**config.mk**
```make
export PLATFORM = sky130hd
export DESIGN_NAME = mvma_ram
export DESIGN_NICKNAME = d
export VERILOG_FILES = /design/src/sv/matrix_vector_multiply_accumulate_unit_defines.svh /design/src/sv/mvma_ram.sv
export SDC_FILE = /design/constraint.sdc
export NUM_CORES = 2
export LEC_CHECK = 0
export BUFFER_PORTS_ARGS = -buffer_cell sky130_fd_sc_hd__buf_2
export CORE_AREA = 5 5 406 808
export DETAILED_ROUTE_END_ITERATION = 8
export DIE_AREA = 0 0 411 813
export PLACE_DENSITY = 0.62
export REMOVE_ABC_BUFFERS = 1
export SLEW_MARGIN = 20
export SYNTH_ARGS = -nofsm -noshare
export SYNTH_HDL_FRONTEND = slang
export SYNTH_SLANG_ARGS = --single-unit
```
**constraint.sdc**
```tcl
create_clock -name clk -period 9 [get_ports clk]
set_input_delay 0.45 -clock clk [delete_from_list [all_inputs] [get_ports clk]]
set_output_delay 0.45 -clock clk [all_outputs]
set_load 0.03 [all_outputs]
```
**src/sv/matrix_vector_multiply_accumulate_unit_defines.svh**
```systemverilog
// Assertion macros shared by the matrix-vector multiply-accumulate RTL.
// No dependencies; define SYNTH to drop the checks from a build.
`ifndef MATRIX_VECTOR_MULTIPLY_ACCUMULATE_UNIT_DEFINES_SVH
`define MATRIX_VECTOR_MULTIPLY_ACCUMULATE_UNIT_DEFINES_SVH

`ifndef SYNTH
// Checked on every clock edge outside reset.
`define MVMA_ASSERT(lbl, clk, rst_n, prop) \
  lbl: assert property (@(posedge clk) disable iff (!rst_n) prop) \
    else $error("%m: check failed");
// Checked on every clock edge, reset included.
`define MVMA_ASSERT_ALWAYS(lbl, clk, prop) \
  lbl: assert property (@(posedge clk) prop) \
    else $error("%m: check failed");
`else
`define MVMA_ASSERT(lbl, clk, rst_n, prop)
`define MVMA_ASSERT_ALWAYS(lbl, clk, prop)
`endif

`endif

```
**src/sv/mvma_ram.sv**
```systemverilog
// Generic single-clock RAM: one write port, one read port, registered read.
// No dependencies.
module mvma_ram #(
  parameter int WIDTH = 128,
  parameter int DEPTH = 32,
  localparam int AW = (DEPTH > 1) ? $clog2(DEPTH) : 1
) (
  input  logic             clk,
  input  logic             we,
  input  logic [AW-1:0]    waddr,
  input  logic [WIDTH-1:0] wdata,
  input  logic             re,
  input  logic [AW-1:0]    raddr,
  output logic [WIDTH-1:0] rdata
);

  logic [WIDTH-1:0] mem [DEPTH];
  logic [WIDTH-1:0] rdata_r;

  always_ff @(posedge clk) begin
    if (we) begin
      mem[waddr] <= wdata;
    end
    if (re) begin
      rdata_r <= mem[raddr];
    end
  end

  assign rdata = rdata_r;

endmodule

```
* Word level (Yosys, flattened, before mapping)
Memory sizes are Yosys's and may differ from the RTL's. A register that Yosys moved wholly into a read port is not among the register bits.
Cells that the tools add are included.
** Word-level totals
- RAM bits :: 4096
- Bits of input ports :: 141
- Flip-flop bits (word level) :: 0
- Memories :: 1
- Output and inout bits :: 128
** Operators by class
- Muxes and demuxes :: 2
** Memories
- mem :: words 32, width 128, read ports 1, clocked after memory_dff 1, wr ports 1, line mvma_ram.sv:17 : logic [WIDTH-1:0] mem [DEPTH];
** Operators by type and width (count)
- $mux W1 :: 2

* Depth between registers and ports, before layout
- Depth in word-level cells :: 2
- Depth in mapped cells :: 9
- Gate-level depth less buffers :: 4

* Worst setup path after synthesis
Ideal clock, no wire load.
- Path kind :: input to register
- Start :: in waddr[1]
- End :: mem mem[12][0] (enable)
- Library setup time :: 0.617 ns
- Path slack :: 1.952 ns
- Arrival time :: 6.431 ns
- Buffers on the path :: 1
- Stages :: 3
- Cells stage by stage :: or3b_2 -> clkbuf_1 -> nor2_1
** RTL lines
- from (decl) :: line mvma_ram.sv:10 : input logic [AW-1:0] waddr,
- to (decl) :: line mvma_ram.sv:17
No word-level cell before the write port.

* Worst setup path after layout
- Start :: in we
- End :: mem mem[15][67] (enable)
** Between the ends
- Word-level cells in the longest chain between the ends :: 2
** Ends and longest elaborated chain
- from (decl) :: line mvma_ram.sv:9 : input logic we,
- $mux W1 :: line mvma_ram.sv:21 : if (we) begin
- $mux W1 (implied by the code) :: line mvma_ram.sv:22 : mem[waddr] <= wdata;
Every way passes these cells.

==> results by stage <==
STA:
- The measured slew at the worst slew-check pin is 1200 ps.
- The clock period minus worst slack is 3320 ps.
- The number of failing hold endpoints at the final stage is 0.
- Setup violations remaining at the end of the flow were counted as 0.
- The max-slew violation total from the final report is 0.
- The total negative slack for setup checks is 0 ps.
- Setup repair after global routing left no endpoint under its margin.
- Static timing analysis puts the maximum clock frequency at 0.301 GHz.
- The normalized max-slew margin is 19.7%.
- Of the available clock period, the critical path in the final layout requires 36.9%.
- Hold is met by 52.9 ps.
- Between clock sinks in the finished design, the worst skew comes to 36.9 ps.

Routing:
- The routed via count is 74022.
- Using the TritonRoute via totals, the vias-per-cell ratio works out to 6.40.
- The post-route DRC violation count is 0.
- For this block, the routed nets add up to 402000 um of wire.
- The routed length per placed instance is 34.8 um.
- The final antenna-violating net count is 0.
- The first TritonRoute pass finished after 5 iterations.
- The detailed router's first-iteration violation count is 9709.

Setup path:
- The worst setup path is captured at a flop.
- Following the worst setup path forward leads to its endpoint at mem[15][67].
- STA classifies the critical path startpoint as a primary input.
- The kind of critical path is in2reg.
- In this run the critical register-to-register path is captured at rdata[119].
- The number of cells on the worst reg-to-reg path is 3.
- The worst setup path startpoint is we.
- The worst setup slack for register-to-register paths is 7110 ps.
- The startpoint of the lowest-slack register-to-register path is mem[6][119].
- The critical path data arrival time is 3810 ps.
- For the worst setup path, the data required time is 9500 ps.
- The critical-path maximum fanout is 70.

Clocking:
- The post-CTS setup-driven buffer insertion count is 0.
- The number of sinks on the clock net is 4224.
- In this run the number of H-tree levels came out at 5.
- The CTS buffer count is 370.
- The maximum root-to-sink buffer count is 4.
- The clock input transition at the sequential cells of the worst setup and hold paths is 70 ps.
- The cell at the root of the clock tree is clkbuf_16.
- The clock reaches the later pin of the worst-skew pair after 900 ps.
- TritonCTS built the clock tree.

GRT:
- The via count of the first global-routing pass came to 75443.
- The first global-routing pass estimated 566000 um of wire.
- The number of antenna violations at the first check in global routing was 55.
- The leftover overflow at the end of global routing is 0.
- Entering global routing, the biggest net connects 132 pins.
- The global-route total usage across every layer is 23.9%.

Synth:
- The flop and latch count out of synthesis is 4224.
- The Yosys warning count is 0.
- The fraction of the yosys area taken by sequential cells is 81.0%.
- The gate count of the mapped netlist is 6440.
- By area the synthesized netlist is led by edfxtp_1, mux4_2, o22ai_1.
- edfxtp_1 takes more of the synthesized area than any other cell.
- The per-instance average area after synthesis is 24.3 um2.
- The area share of the largest cell type after synthesis is 81.0%.
- The post-synthesis cell area is 0.157 mm2.
- After synthesis, the netlist uses 27 different library cells.

Power and ir drop:
- The switching share of total power is 20.5%.
- Per report_power, the sequential group accounts for 55.2% of the total.
- The internal power of the cells totals 31.8 mW.
- IR analysis of the VDD net gives a maximum drop of 0.208 mV.
- The part of the total power dissipated in the clock network is 40.2%.
- Summed over all cells, the static leakage comes to 54.3 nW.
- The combinational group share of total power is 4.6%.
- The power dissipated by switching net loads is 8.20 mW.
- Dividing total power by cell area gives a power density of 227 mW/mm2.

Layout:
- Cells with a size suffix above 1 make up 27.1% of the layout.
- The area growth from synthesis to final layout is 12.6%.
- The end-of-flow core utilization is 54.8%.
- The net count of the finished layout is 7075.
- The filler cells instantiated in the layout total 23453.
- Across the whole layout, storage elements account for 0.127 mm2.
- The multi-input combinational cells in the finished layout cover a total of 0.0280 mm2.

Placed design:
- Once detailed placement completed, the half-perimeter wirelength came to 183000 um.
- The count of buffers added on input and output ports is 268.
- The congestion estimate from routability-driven global placement came to 0.734.

Floorplanning:
- For this configuration, the core starts out at a cell density of 48.7%.
- In this run the vertical extent of the chip is 813 um.
- The die area is 0.334 mm2.
- The number of rows created at floorplan is 295.
- The core region is 0.321 mm2.
- The chip width is 411 um.
- For this design the top-level I/O count stands at 269.

Hold path:
- The type of the tightest min-delay check is in2reg.

Run:
- Across the run, the number of max-cap violations was 0.

Status:
- The flow ran to the end, and the final reports show no timing, DRC or antenna violations.
power by group through the flow:
stage / sequential (mW) / combinational, mW / clock (mW)
after floorplan: 22.6 / 0.738 / 0
after global placement: 22.5 / 1.76 / 0
after detailed placement: 22.5 / 1.81 / 0
after CTS: 22.1 / 1.84 / 16.3
after global routing: 22.1 / 1.94 / 17.1
final: 22.1 / 1.82 / 16.1
repair_timing:
item	in CTS	in global routing
gates resized for setup	0	0
hold endpoints to repair	1277	0
hold buffers	59	0
area by class of cell:
type,count,area share (%)
Sequential cell,4224,72.0
Multi-Input combinational cell,1864,15.9
Antenna cell,27,0.0384
Tap cell,4306,3.06
Clock buffer,435,5.51
Clock inverter,235,1.40
Timing Repair Buffer,474,2.07
metrics by stage:
step                      setup slack, ps  power [mW]  instances  cell area [um2]
after floorplan                      2030        23.3       6088           155000
after global placement               4870        24.2      10805           163000
after detailed placement             4780        24.3      10808           163000
after CTS                            5740        40.2      11537           176000
after global routing                 5530        41.2      11541           176000
final                                5680        40.0      11565           176000
kinds of logic (layout without fill, tap and decap cells):
kind of cell           Yosys count  after routing  synth area share, %
AOI/OAI and AO/OA              546            546                 2.26
buffers and inverters          352           1144                 1.25
DFF                           4224           4224                 81.0
muxes                         1092           1092                 14.6
other                            0             27                    0
and+or+nand+nor                226            226                0.825
flip-flops by register name (all words and copies together) (netlist names):
signal and cells:
mem 4096, rdata 128
cells in the final DEF, fill, tap and decap left out, types with 2 or more instances in the layout:
cell / n
edfxtp_1: 4224
mux4_2: 956
o22ai_1: 444
clkbuf_16: 380
buf_2: 265
mux2i_1: 136
nor4_1: 110
a22oi_1: 102
buf_4: 101
clkinv_1: 76
clkinv_2: 71
dlygate4sd3_1: 59
clkbuf_1: 55
bufinv_16: 50
buf_12: 44
nand3_1: 36
nor2_4: 33
diode_2: 27
clkinvlp_4: 22
nand4_1: 17
clkinv_4: 8
nand3b_1: 6
inv_6: 5
nor2b_2: 3
or3b_2: 3
clkinv_8: 3
nand2_4: 2
nor2_2: 2
nand2_1: 2
buf_8: 2
buf_16: 2
worst min-delay path by stage:
stage,from,to,cells past startpoint
floorplan,wdata[0],mem[0][0],0
global placement,mem[26][91],rdata[91],3
detailed placement,mem[31][24],rdata[24],3
CTS,wdata[66],mem[7][66],1
global route,wdata[49],mem[17][49],1
finish,wdata[66],mem[7][66],1
routing by layer:
| metal | share of wire [%] | GRT usage [%] |
|---|---|---|
| met1 | 38 | 33.6 |
| met2 | 48 | 38.2 |
| met3 | 11 | 6.36 |
| met4 | 2.5 | 5.67 |
| met5 | 0.081 | 0 |
Yosys cell counts (all sizes together):
master / n
nor4: 111
and2: 1
clkbuf: 117
and3: 1
mux2i: 136
or3b: 4
and3b: 1
edfxtp: 4224
nand2: 4
mux4: 956
nor3b: 1
nand3: 37
nor2: 36
or2: 1
nand4: 17
a22oi: 102
nand2b: 1
buf: 235
or3: 2
nand3b: 6
nor2b: 3
o22ai: 444
critical path: stages:
cell,delay (ps)
buf_2,100
nand3_1,620
nor2_4,880
buf_12,630
buf_4,890
No activity file was read; power rests on OpenSTA's default activity.
